[src/hdl/ctcgd_pkg.sv]
// Shared widths, codes and handshake structs of the CTC greedy decoder.
`default_nettype none

package ctcgd_pkg;

  localparam int unsigned ScoreW   = 16;  // Q0.16 score
  localparam int unsigned IdxW     = 8;   // class / character index
  localparam int unsigned DictW    = 9;   // dictionary size register
  localparam int unsigned SumW     = 22;  // kept-score accumulator
  localparam int unsigned KeptW    = 7;   // kept-row counter
  localparam int unsigned CfgIdxW  = 1;
  localparam int unsigned CfgDataW = 16;
  localparam int unsigned OutDataW = 48;  // index, prob, mean, accepted, padded to bytes

  localparam logic [SumW-1:0]  SumMax  = '1;
  localparam logic [KeptW-1:0] KeptMax = '1;

  // Restoring divider: one quotient bit per cycle.
  localparam int unsigned DivSteps = SumW;
  localparam int unsigned DivCntW  = $clog2(DivSteps);

  typedef enum logic [CfgIdxW-1:0] {
    CFG_DICT_SIZE,
    CFG_MIN_CONF
  } cfg_reg_e;

  typedef enum logic [1:0] {
    ST_RUN,
    ST_DIV,
    ST_SUM
  } ctrl_state_e;

  typedef struct packed {
    logic accept;    // input transaction this cycle
    logic div_step;  // advance the divider one bit
    logic load_sum;  // load the summary into the output register
  } ctrl_cmd_t;

  typedef struct packed {
    logic char_emit;  // current input closes a row that yields a character
    logic seq_done;   // current input closes the sequence
  } dp_stat_t;

endpackage

`default_nettype wire

[src/hdl/ctc_greedy_decoder.sv]
// Top level of the CTC greedy decoder: ports, packing, controller and datapath.
//
// Usage:
//  - s_axis carries one class score per transaction (tdata = Q0.16 score),
//    row by row over time steps; tlast marks the last class of a step and
//    tuser marks, together with tlast, the last step of the sequence.
//  - m_axis carries results: tuser 0 = decoded character, 1 = end-of-sequence
//    summary (mean kept score and accepted flag); tlast is set on the summary.
//  - cfg_* writes dict_size (index 0) and min_confidence (index 1), always ready.
//    The user must write it only while no sequence is in flight (not enforced).
// Timing:
//  - One score per cycle while the output register is free or being drained.
//  - A character is valid at the output in the cycle after its row closes.
//  - A sequence end stalls the input while the bit-serial mean divider runs
//    (one quotient bit per cycle over the 22-bit sum) and until the summary
//    is loaded: ST_DIV runs the divider, then ST_SUM loads the summary once
//    the output register is free.
// Reset clears the argmax, history, accumulators, registers and valid state.
// When the receiver stalls, the single output register holds its result and
// the input is stalled while that register holds a result not yet taken.
`default_nettype none

module ctc_greedy_decoder #(
  parameter int unsigned MAX_CLASSES = 256
) (
  input  wire                                clk_i,
  input  wire                                rst_ni,
  // config write channel
  input  wire                                cfg_valid_i,
  output logic                               cfg_ready_o,
  input  wire  [ctcgd_pkg::CfgIdxW-1:0]      cfg_index_i,
  input  wire  [ctcgd_pkg::CfgDataW-1:0]     cfg_data_i,
  // score stream
  input  wire                                s_axis_tvalid,
  output logic                               s_axis_tready,
  input  wire  [ctcgd_pkg::ScoreW-1:0]       s_axis_tdata,   // [15:0] class_score
  input  wire                                s_axis_tlast,   // row_end
  input  wire                                s_axis_tuser,   // seq_end
  // result stream
  output logic                               m_axis_tvalid,
  input  wire                                m_axis_tready,
  output logic [ctcgd_pkg::OutDataW-1:0]     m_axis_tdata,   // [7:0] char_index,
                                                             // [23:8] char_prob,
                                                             // [39:24] mean_score,
                                                             // [40] accepted, rest 0
  output logic                               m_axis_tlast,   // last
  output logic                               m_axis_tuser    // out_kind
);
  import ctcgd_pkg::*;

  ctrl_cmd_t         cmd;
  dp_stat_t          stat;
  logic [IdxW-1:0]   out_index;
  logic [ScoreW-1:0] out_prob;
  logic [ScoreW-1:0] out_mean;
  logic              out_accepted;

  assign cfg_ready_o = 1'b1;

  ctcgd_ctrl u_ctrl (
    .clk_i     (clk_i),
    .rst_ni    (rst_ni),
    .s_valid_i (s_axis_tvalid),
    .s_ready_o (s_axis_tready),
    .m_valid_o (m_axis_tvalid),
    .m_ready_i (m_axis_tready),
    .stat_i    (stat),
    .cmd_o     (cmd)
  );

  ctcgd_dpath #(
    .MaxClasses (MAX_CLASSES)
  ) u_dpath (
    .clk_i          (clk_i),
    .rst_ni         (rst_ni),
    .cfg_we_i       (cfg_valid_i),
    .cfg_index_i    (cfg_reg_e'(cfg_index_i)),
    .cfg_data_i     (cfg_data_i),
    .cmd_i          (cmd),
    .stat_o         (stat),
    .score_i        (s_axis_tdata),
    .row_end_i      (s_axis_tlast),
    .seq_end_i      (s_axis_tuser),
    .out_kind_o     (m_axis_tuser),
    .out_index_o    (out_index),
    .out_prob_o     (out_prob),
    .out_mean_o     (out_mean),
    .out_accepted_o (out_accepted),
    .out_last_o     (m_axis_tlast)
  );

  assign m_axis_tdata = OutDataW'({out_accepted, out_mean, out_prob, out_index});

endmodule

`default_nettype wire

[src/hdl/ctcgd_dpath.sv]
// Datapath: row argmax, collapse/accumulate, mean divider and output register.
`default_nettype none

module ctcgd_dpath #(
  parameter int unsigned MaxClasses = 256
) (
  input  wire                                     clk_i,
  input  wire                                     rst_ni,
  input  wire                                     cfg_we_i,
  input  wire  ctcgd_pkg::cfg_reg_e               cfg_index_i,
  input  wire  [ctcgd_pkg::CfgDataW-1:0]          cfg_data_i,
  input  wire  ctcgd_pkg::ctrl_cmd_t              cmd_i,
  output ctcgd_pkg::dp_stat_t                     stat_o,
  input  wire  [ctcgd_pkg::ScoreW-1:0]            score_i,
  input  wire                                     row_end_i,
  input  wire                                     seq_end_i,
  output logic                                    out_kind_o,
  output logic [ctcgd_pkg::IdxW-1:0]              out_index_o,
  output logic [ctcgd_pkg::ScoreW-1:0]            out_prob_o,
  output logic [ctcgd_pkg::ScoreW-1:0]            out_mean_o,
  output logic                                    out_accepted_o,
  output logic                                    out_last_o
);
  import ctcgd_pkg::*;

  localparam int unsigned RowLimit = (MaxClasses > 256) ? 256 : MaxClasses;
  localparam int unsigned CntW     = $clog2(RowLimit + 1);
  localparam int unsigned SumAddW  = SumW + 1;
  localparam logic [CntW-1:0] CntLimit = CntW'(RowLimit);

  logic [DictW-1:0]  dict_q;
  logic [ScoreW-1:0] min_conf_q;

  logic [ScoreW-1:0] best_q;
  logic [IdxW-1:0]   idx_q;
  logic [CntW-1:0]   cnt_q;
  logic [IdxW-1:0]   prev_q;
  logic              prev_vld_q;
  logic [SumW-1:0]   sum_q;
  logic [KeptW-1:0]  kept_q;

  logic [SumW-1:0]   quot_q;
  logic [KeptW-1:0]  rem_q;
  logic [KeptW-1:0]  den_q;

  logic              out_kind_q;
  logic [IdxW-1:0]   out_index_q;
  logic [ScoreW-1:0] out_prob_q;
  logic [ScoreW-1:0] out_mean_q;
  logic              out_acc_q;
  logic              out_last_q;

  logic              in_range;
  logic              upd;
  logic [ScoreW-1:0] best_new;
  logic [IdxW-1:0]   idx_new;
  logic              drop;
  logic [SumAddW-1:0] sum_add;
  logic [SumW-1:0]   sum_new;
  logic [KeptW-1:0]  kept_new;
  logic [KeptW:0]    rem_shift;
  logic              qbit;
  logic [ScoreW-1:0] mean_w;

  // Argmax over the row; first index wins on ties.
  always_comb begin
    in_range = cnt_q < CntLimit;
    upd      = in_range && ((cnt_q == '0) || (score_i > best_q));
    best_new = upd ? score_i : best_q;
    idx_new  = upd ? IdxW'(cnt_q) : idx_q;
    drop     = (idx_new == '0) || (prev_vld_q && (idx_new == prev_q));
    sum_add  = {1'b0, sum_q} + SumAddW'(best_new);
    sum_new  = sum_add[SumW] ? SumMax : sum_add[SumW-1:0];
    kept_new = (kept_q == KeptMax) ? kept_q : kept_q + 1'b1;
    stat_o.char_emit = row_end_i && !drop && ({1'b0, idx_new} < dict_q);
    stat_o.seq_done  = row_end_i && seq_end_i;
  end

  // Divider step and the capped mean.
  always_comb begin
    rem_shift = {rem_q, quot_q[SumW-1]};
    qbit      = rem_shift >= {1'b0, den_q};
    if (den_q == '0) begin
      mean_w = '0;
    end else if (|quot_q[SumW-1:ScoreW]) begin
      mean_w = '1;
    end else begin
      mean_w = quot_q[ScoreW-1:0];
    end
  end

  always_ff @(posedge clk_i or negedge rst_ni) begin
    if (!rst_ni) begin
      dict_q     <= '0;
      min_conf_q <= '0;
    end else if (cfg_we_i) begin
      case (cfg_index_i)
        CFG_DICT_SIZE: dict_q     <= cfg_data_i[DictW-1:0];
        CFG_MIN_CONF:  min_conf_q <= cfg_data_i[ScoreW-1:0];
        default: ;
      endcase
    end
  end

  always_ff @(posedge clk_i or negedge rst_ni) begin
    if (!rst_ni) begin
      best_q     <= '0;
      idx_q      <= '0;
      cnt_q      <= '0;
      prev_q     <= '0;
      prev_vld_q <= 1'b0;
      sum_q      <= '0;
      kept_q     <= '0;
    end else if (cmd_i.accept) begin
      if (row_end_i) begin
        best_q <= '0;
        idx_q  <= '0;
        cnt_q  <= '0;
        if (seq_end_i) begin
          prev_q     <= '0;
          prev_vld_q <= 1'b0;
          sum_q      <= '0;
          kept_q     <= '0;
        end else begin
          prev_q     <= idx_new;
          prev_vld_q <= 1'b1;
          if (!drop) begin
            sum_q  <= sum_new;
            kept_q <= kept_new;
          end
        end
      end else begin
        best_q <= best_new;
        idx_q  <= idx_new;
        if (in_range) begin
          cnt_q <= cnt_q + 1'b1;
        end
      end
    end
  end

  // Divider operands are captured with the final row folded in.
  always_ff @(posedge clk_i) begin
    if (cmd_i.accept && stat_o.seq_done) begin
      quot_q <= drop ? sum_q : sum_new;
      den_q  <= drop ? kept_q : kept_new;
      rem_q  <= '0;
    end else if (cmd_i.div_step) begin
      quot_q <= {quot_q[SumW-2:0], qbit};
      rem_q  <= qbit ? KeptW'(rem_shift - {1'b0, den_q}) : rem_shift[KeptW-1:0];
    end
  end

  always_ff @(posedge clk_i) begin
    if (cmd_i.accept && stat_o.char_emit) begin
      out_kind_q  <= 1'b0;
      out_index_q <= idx_new;
      out_prob_q  <= best_new;
      out_mean_q  <= '0;
      out_acc_q   <= 1'b0;
      out_last_q  <= 1'b0;
    end else if (cmd_i.load_sum) begin
      out_kind_q  <= 1'b1;
      out_index_q <= '0;
      out_prob_q  <= '0;
      out_mean_q  <= mean_w;
      out_acc_q   <= mean_w >= min_conf_q;
      out_last_q  <= 1'b1;
    end
  end

  assign out_kind_o     = out_kind_q;
  assign out_index_o    = out_index_q;
  assign out_prob_o     = out_prob_q;
  assign out_mean_o     = out_mean_q;
  assign out_accepted_o = out_acc_q;
  assign out_last_o     = out_last_q;

endmodule

`default_nettype wire

[src/hdl/ctcgd_ctrl.sv]
// Controller: accept gating, divider sequencing and output-register valid.
`default_nettype none

module ctcgd_ctrl (
  input  wire                   clk_i,
  input  wire                   rst_ni,
  input  wire                   s_valid_i,
  output logic                  s_ready_o,
  output logic                  m_valid_o,
  input  wire                   m_ready_i,
  input  wire ctcgd_pkg::dp_stat_t stat_i,
  output ctcgd_pkg::ctrl_cmd_t  cmd_o
);
  import ctcgd_pkg::*;

  localparam logic [DivCntW-1:0] DivLast = DivCntW'(DivSteps - 1);

  ctrl_state_e        state_q, state_d;
  logic [DivCntW-1:0] cnt_q, cnt_d;
  logic               out_vld_q, out_vld_d;
  logic               out_free;

  assign out_free  = !out_vld_q || m_ready_i;
  assign m_valid_o = out_vld_q;

  // Next state
  always_comb begin
    state_d = state_q;
    case (state_q)
      ST_RUN: if (cmd_o.accept && stat_i.seq_done) state_d = ST_DIV;
      ST_DIV: if (cnt_q == '0) state_d = ST_SUM;
      ST_SUM: if (out_free) state_d = ST_RUN;
      default: state_d = ST_RUN;
    endcase
  end

  // Outputs and commands
  always_comb begin
    s_ready_o      = (state_q == ST_RUN) && out_free;
    cmd_o.accept   = s_valid_i && s_ready_o;
    cmd_o.div_step = state_q == ST_DIV;
    cmd_o.load_sum = (state_q == ST_SUM) && out_free;

    if (cmd_o.accept && stat_i.seq_done) begin
      cnt_d = DivLast;
    end else if ((state_q == ST_DIV) && (cnt_q != '0)) begin
      cnt_d = cnt_q - 1'b1;
    end else begin
      cnt_d = cnt_q;
    end

    if ((cmd_o.accept && stat_i.char_emit) || cmd_o.load_sum) begin
      out_vld_d = 1'b1;
    end else if (m_ready_i) begin
      out_vld_d = 1'b0;
    end else begin
      out_vld_d = out_vld_q;
    end
  end

  always_ff @(posedge clk_i or negedge rst_ni) begin
    if (!rst_ni) begin
      state_q   <= ST_RUN;
      cnt_q     <= '0;
      out_vld_q <= 1'b0;
    end else begin
      state_q   <= state_d;
      cnt_q     <= cnt_d;
      out_vld_q <= out_vld_d;
    end
  end

  a_div_to_sum: assert property (@(posedge clk_i) disable iff (!rst_ni)
    (state_q == ST_DIV) && (cnt_q == '0) |=> state_q == ST_SUM)
    else $error("divider did not hand over to summary");

  a_seq_starts_div: assert property (@(posedge clk_i) disable iff (!rst_ni)
    cmd_o.accept && stat_i.seq_done |=> (state_q == ST_DIV) && (cnt_q == DivLast))
    else $error("sequence end did not start a full division");

  a_sum_loaded: assert property (@(posedge clk_i) disable iff (!rst_ni)
    cmd_o.load_sum |=> out_vld_q && (state_q == ST_RUN))
    else $error("summary not presented");

endmodule

`default_nettype wire

[config.mk]
export PLATFORM = sky130hd
export DESIGN_NAME = ctc_greedy_decoder
export DESIGN_NICKNAME = d
export VERILOG_FILES = /design/src/hdl/ctcgd_pkg.sv /design/src/hdl/ctc_greedy_decoder.sv /design/src/hdl/ctcgd_dpath.sv /design/src/hdl/ctcgd_ctrl.sv
export SDC_FILE = /design/constraint.sdc
export NUM_CORES = 1
export LEC_CHECK = 0
export BUFFER_PORTS_ARGS = -buffer_cell sky130_fd_sc_hd__buf_2
export CAP_MARGIN = 40
export CORE_MARGIN = 4
export CORE_UTILIZATION = 60
export CTS_CLUSTER_DIAMETER = 100
export CTS_CLUSTER_SIZE = 30
export DETAILED_ROUTE_END_ITERATION = 6
export PLACE_DENSITY = 0.8
export SLEW_MARGIN = 20
export SYNTH_ARGS = -nofsm -noshare
export SYNTH_HDL_FRONTEND = slang
export SYNTH_HIERARCHICAL = 1
export SYNTH_SLANG_ARGS = --single-unit
[constraint.sdc]
create_clock -name clk_i -period 7.2 [get_ports clk_i]
set_clock_uncertainty 0.05 [all_clocks]
set_input_delay 0.72 -clock clk_i [delete_from_list [all_inputs] [get_ports clk_i]]
set_output_delay 0.72 -clock clk_i [all_outputs]
set_load 0.01 [all_outputs]
* Word-level counts from Yosys, hierarchy flattened
Cells that the tools add are included.
** Storage, ports and cells
- Word-level logic and storage cells :: 103
- Input bits :: 40
- Register bits :: 182
** Cells by class
- Bitwise operators :: 1
- Muxes and demuxes :: 31
- Add/sub/neg operators :: 5
- Magnitude comparators :: 5
- Reductions and logical operators :: 34
- Equality and inequality tests :: 7
** Operators with widths (count)
- 22-bit two-way mux :: 5
- 16-bit two-way mux :: 6
- 8-bit two-way mux :: 5
- 7-bit two-way mux :: 4
- 22-bit by 16-bit adder with 23-bit output :: 1
- 9-bit two-way mux :: 2
- 16-bit >= comparator :: 1
- 16-bit > comparator :: 1
- 1-bit logical AND :: 11
- 5-bit two-way mux :: 2
- 2-bit nonzero test :: 5
- 9-bit by 1-bit adder with 9-bit output (second input constant) :: 1
- 9-bit zero test :: 1
- 8-bit by 9-bit less-than comparator with 1-bit output :: 1
- 9-bit less-than comparator (second input constant) :: 1
- 8-bit equality test :: 1
- 8-bit by 7-bit >= comparator with 1-bit output :: 1
- 8-bit zero test :: 1
- 2-bit AND reduction :: 4
- 7-bit by 1-bit adder with 7-bit output (second input constant) :: 1
- 7-bit equality test (second input constant) :: 1
- 7-bit zero test :: 1
- 7-bit subtractor :: 1
- 2-bit two-way mux :: 3
- other kinds (15) :: 22

* Depth between registers and ports, before layout
- Word-level depth :: 13
- Depth in mapped cells :: 25

* Cells and area by module
Netlist, hierarchy kept.
** By module, submodules not included
- ctcgd_dpath :: instances 1, area an instance 10206.0 sq um, sequential area each 4494.3 sq um, cells an instance 1060
- ctcgd_ctrl :: instances 1, area an instance 426.7 sq um, sequential area each 200.2 sq um, cells an instance 44
- ctc_greedy_decoder :: instances 1, area an instance 75.1 sq um, sequential area each 0.0 sq um, cells an instance 11

* Least setup slack after synthesis
OpenSTA, ideal clock, no wires.
- Path type :: input to register
- Start point :: input s_axis_tdata[7] (netlist name)
- End point :: register u_dpath.quot_q[17] (data pin)
- Stages :: 20
- Arrival :: 4802 ps
- Setup slack :: 2179 ps
- Cell sequence :: ha_1 a21oi_1 nor2b_1 o41a_1 o31ai_2 nand2_2 buf_4 clkbuf_1 a21oi_1 inv_1 ha_1 a21o_1 a311o_1 o22a_1 a41oi_1 o21ai_1 a21oi_1 nor2b_1 and4_1 o31ai_1
** On the way
- Elaborated cells between the ends (all ways) :: 13
- Classes of those cells :: add/sub: 1; order compare: 1; eq/ne: 1; mux: 5; reduce/logical: 5
** RTL lines
- start: declaration :: RTL line ctc_greedy_decoder.sv:36 : input wire [ctcgd_pkg::ScoreW-1:0] s_axis_tdata,
- 16-bit > comparator :: RTL line ctcgd_dpath.sv:68 : upd = in_range && ((cnt_q == '0) || (score_i > best_q));
- 1-bit logical OR :: RTL line ctcgd_dpath.sv:68
- 1-bit logical AND :: RTL line ctcgd_dpath.sv:68
- 16-bit two-way mux :: RTL line ctcgd_dpath.sv:69 : best_new = upd ? score_i : best_q;
- named net u_dpath.best_new[1] :: RTL line ctcgd_dpath.sv:55 : logic [ScoreW-1:0] best_new;
- 22-bit by 16-bit adder with 23-bit output :: RTL line ctcgd_dpath.sv:72 : sum_add = {1'b0, sum_q} + SumAddW'(best_new);
- 22-bit two-way mux :: RTL line ctcgd_dpath.sv:73 : sum_new = sum_add[SumW] ? SumMax : sum_add[SumW-1:0];
- 22-bit two-way mux
- 22-bit two-way mux :: RTL line ctcgd_dpath.sv:144 : if (cmd_i.accept && stat_o.seq_done) begin
- end signal: assignment :: RTL line ctcgd_dpath.sv:145 : quot_q <= drop ? sum_q : sum_new;
- end signal: assignment :: RTL line ctcgd_dpath.sv:149 : quot_q <= {quot_q[SumW-2:0], qbit};
- end: declaration :: RTL line ctcgd_dpath.sv:42 : logic [SumW-1:0] quot_q;
The timed path passes the listed nets, and every way through them passes these cells.
A chain may end at the register's enable or synchronous reset.

* Worst setup path after layout
- Start point :: register u_dpath.best_q[14]
- End point :: register u_dpath.quot_q[4] (data pin)
** On the way
- Elaborated cells between the ends (all ways) :: 13
- Classes of those cells :: add/sub: 1; order compare: 1; eq/ne: 1; mux: 5; reduce/logical: 5
** RTL lines
- start: declaration :: RTL line ctcgd_dpath.sv:34 : logic [ScoreW-1:0] best_q;
- start signal: assignment :: RTL line ctcgd_dpath.sv:133 : best_q <= best_new;
- 16-bit > comparator :: RTL line ctcgd_dpath.sv:68
- 1-bit logical OR :: RTL line ctcgd_dpath.sv:68
- 1-bit logical AND :: RTL line ctcgd_dpath.sv:68
- 16-bit two-way mux :: RTL line ctcgd_dpath.sv:69
- named net u_dpath.best_new[0] :: RTL line ctcgd_dpath.sv:55
- 22-bit by 16-bit adder with 23-bit output :: RTL line ctcgd_dpath.sv:72
- 22-bit two-way mux :: RTL line ctcgd_dpath.sv:73
- 22-bit two-way mux
- 22-bit two-way mux :: RTL line ctcgd_dpath.sv:144
The timed path passes the listed nets, and every way through them passes these cells.

==> results.tsv <==
stage	metric	value	unit
worst_setup_path	criticalPathCategory	reg -> reg	
power	pwr-share-clk	0.190	
job	cap_violations	0	
worst_setup_path	critical_path_buf_inv_count	4	
routing	via_per_inst	6.08	
routing	drt_iter0_markers	823	
power	power.density	407	nW/µm²
placement	port-buffer-count	84	
worst_setup_path	worstSetupStartpointType	flop	
worst_setup_path	r2r_cells	22	
power	seq_power_share	0.337	
routing	postRouteWirelength	25100	µm
timing	rsz0062_at_grt	no	
power	comb_power_share	0.473	
synthesis	synthDistinctLibCells	80	
timing	period_needed	5.64	ns
worst_setup_path	worstPathCellList	inv_1 > ha_1 > a21oi_1 > nand2_1 > a211o_1 > o31ai_2 > nand2_2 > a21oi_1 > inv_1 > ha_1 > inv_1 > fa_1 > nand2b_1 > a21oi_1 > o221a_2 > o211ai_1 > nand3b_1 > nand2b_1 > buf_4 > o21ai_0 > mux2i_1 > o21ai_1	
clocking	ctsLongestPathBuffers	2	
synthesis	syn_inst	1115	
worst_setup_path	cp_data_arrival_time	5.75	ns
power	ir_worst_vdd	0.234	mV
worst_setup_path	cp_max_fo	48	
global_route	top_usage_layer	met2	
worst_setup_path	cp_slowest_cell	nand2_2	
layout	layout_common_cells	nor2_1, dfrtp_1, inv_1, buf_2, a21oi_1	
outcome	outcome	finished, final reports clean	
clocking	post_cts_resize_count	0	
timing	hold_ws	0.167	ns
floorplan	ioPinCount	93	
clocking	h-tree-depth	4	
placement	dp_hpwl	17800	µm
synthesis	synth_enable_flop_cells	53	
synthesis	synth_warnings	6	
global_route	global_route.overflow_total	0	
global_route	antenna_found_initial	0	
worst_setup_path	r2r_setup_slack	1.56	ns
timing	tightestPinTransition	0.801	ns
timing	slew_violations	0	
placement	place_congestion	0.859	
clocking	cts_tree	built	
layout	layout_commonest_cell	nor2_1	
worst_setup_path	end_kind	flop	
worst_setup_path	path_delay_family	compound AO/OA/AOI/OAI gates	
routing	drt_first_pass_iters	5	
global_route	use_met3	0.0512	
routing	vias	8580	
layout	n_fill_cell	1352	
timing	fin_crit_sh	0.783	
timing	fmax	0.177	GHz
synthesis	synth_seq_cells	182	
layout	area_growth	10.6	%
power	p_int	2.81	mW
min_path	min_path_type	in -> async	
clocking	post_cts_buffers	0	
synthesis	synth_area_leaders	dfrtp_1, edfxtp_1, ha_1	
global_route	grt_max_degree	57	
floorplan	coreArea	17400	µm²
worst_setup_path	required	7.31	ns
timing	finalSetupViolations	0	
clocking	cts-root-buf	clkbuf_16	
floorplan	die_y	142	µm
global_route	use_met2	0.391	
routing	drtAntennaViolNets	0	
worst_setup_path	worst_r2r_startpoint	u_dpath/best_q[14]	
power	switching_share	0.416	
synthesis	syn-cell-area	10700	µm²
clocking	numCtsBuffers	17	
clocking	clk_latency	0.43	ns
global_route	grt_pass1_wl	41800	µm
global_route	grt_pass1_vias	8350	
synthesis	yosys.area.top_type	dfrtp_1	
synthesis	synthArstFlopShare	0.571	
power	p_leak	5.42	nW
floorplan	row_count	48	
layout	n_antenna_cell	0	
layout	nets	1281	
routing	drcViolationCount	0	
synthesis	syn_avg_cell_area	9.60	µm²
clocking	clkSinkCount	182	
floorplan	die_area	20000	µm²
floorplan	dieWidth	142	µm
clocking	hold_buffers	0	
global_route	grt_use_total	0.256	
timing	slew_headroom	0.464	
power	switchingPower	2.01	mW
synthesis	ys_seq_area_frac	0.438	
routing	wl_per_cell	17.8	µm
floorplan	initial_core_util	0.615	
timing	final_hold_viol_count	0	
global_route	grt.met1_usage	0.374	
layout	drive_gt1_frac	0.147	
worst_setup_path	slowest_delay	0.53	ns
synthesis	yosysTopAreaCellShare	0.243	
synthesis	synth_flop_cell	dfrtp_1	
timing	tns	0	ns
worst_setup_path	r2r_end	u_dpath/quot_q[4]	
clocking	cts.clk_slew.worst_paths	0.06	ns
[sequential cells by signal, summed over array words and instances, names as in the netlist, 2 cells and up]
name	cells
u_dpath/prev_q	8
u_dpath/kept_q	7
u_dpath/rem_q	7
u_dpath/out_prob_o	16
u_dpath/idx_q	8
u_dpath/quot_q	22
u_dpath/out_mean_o	16
u_dpath/out_index_o	8
u_dpath/dict_q	9
u_dpath/cnt_q	9
u_ctrl/cnt_q	5
u_dpath/sum_q	22
u_dpath/min_conf_q	16
u_ctrl/state_q	2
u_dpath/best_q	16
u_dpath/den_q	7
[metrics by stage]
stage                     worst slack, ns  power (mW)  cells  instance area, µm²   util
after CTS                            1.68        4.80   1409               11800  0.679
after global placement               1.24        3.76   1373               11200  0.641
final                                1.56        4.82   1411               11800  0.680
after floorplan                      2.18        3.39   1121               10700      -
after detailed placement             1.23        3.85   1377               11200  0.646
after global routing                 1.03        5.17   1411               11800  0.680
[worst max path at each step]
stage | endpoint | from | cells after the start
final | u_dpath/quot_q[4] | u_dpath/best_q[14] | 22
after global routing | u_dpath/quot_q[4] | u_dpath/best_q[7] | 22
after CTS | u_dpath/quot_q[4] | u_dpath/best_q[14] | 22
after detailed placement | u_dpath/quot_q[4] | s_axis_tdata[7] | 22
after global placement | u_dpath/quot_q[4] | s_axis_tdata[7] | 22
after floorplan | u_dpath/quot_q[17] | s_axis_tdata[7] | 20
[cell type report]
type | count | area [µm²] | share of cell area
well taps | 225 | 282 | 0.0238
repair buffers | 100 | 598 | 0.0505
flip-flops and latches | 182 | 4690 | 0.396
clock buffers | 19 | 443 | 0.0374
clock inverters | 13 | 131 | 0.0111
inverters | 99 | 372 | 0.0314
multi-input cells | 773 | 5320 | 0.449
[kinds of logic after synthesis]
logic type | synth area share
AOI/OAI and AO/OA | 0.186
xor gates and xnor gates | 0.0270
adders and majority gates | 0.0809
buffers and inverters | 0.0682
DFF | 0.438
muxes | 0.0415
other | 0.000701
and+or+nand+nor | 0.158
[power groups by stage]
| stage | Clock [mW] | Sequential (mW) | Combinational (mW) |
|---|---|---|---|
| finish | 0.918 | 1.62 | 2.28 |
| global route | 0.979 | 1.66 | 2.53 |
| CTS | 0.934 | 1.62 | 2.25 |
| detailed placement | 0 | 1.63 | 2.22 |
| global placement | 0 | 1.62 | 2.14 |
| floorplan | 0 | 1.59 | 1.80 |
[metal layers]
layer	vias to the layer above	routed length, µm
met4	0	453
li1	4095	-
met5	-	0
met3	39	1840
met2	344	11300
met1	4102	11500
[synth_stat cells (12+ instances only)]
master    count
o21a_1       20
xnor2_1      16
nand2_1      62
a21o_1       18
o21ai_0      39
dfrtp_1     104
ha_1         66
buf_4        14
mux2i_1      23
and3_1       31
dfxtp_1      25
edfxtp_1     53
mux2_2       18
nor2_1      108
nand2b_1     20
o31ai_2      12
inv_1        98
clkbuf_1     37
nor3_1       14
o22ai_1      31
nand3_1      23
xor2_1       17
a21oi_1      68
a31oi_1      12
(Power assumes the default switching activity.)
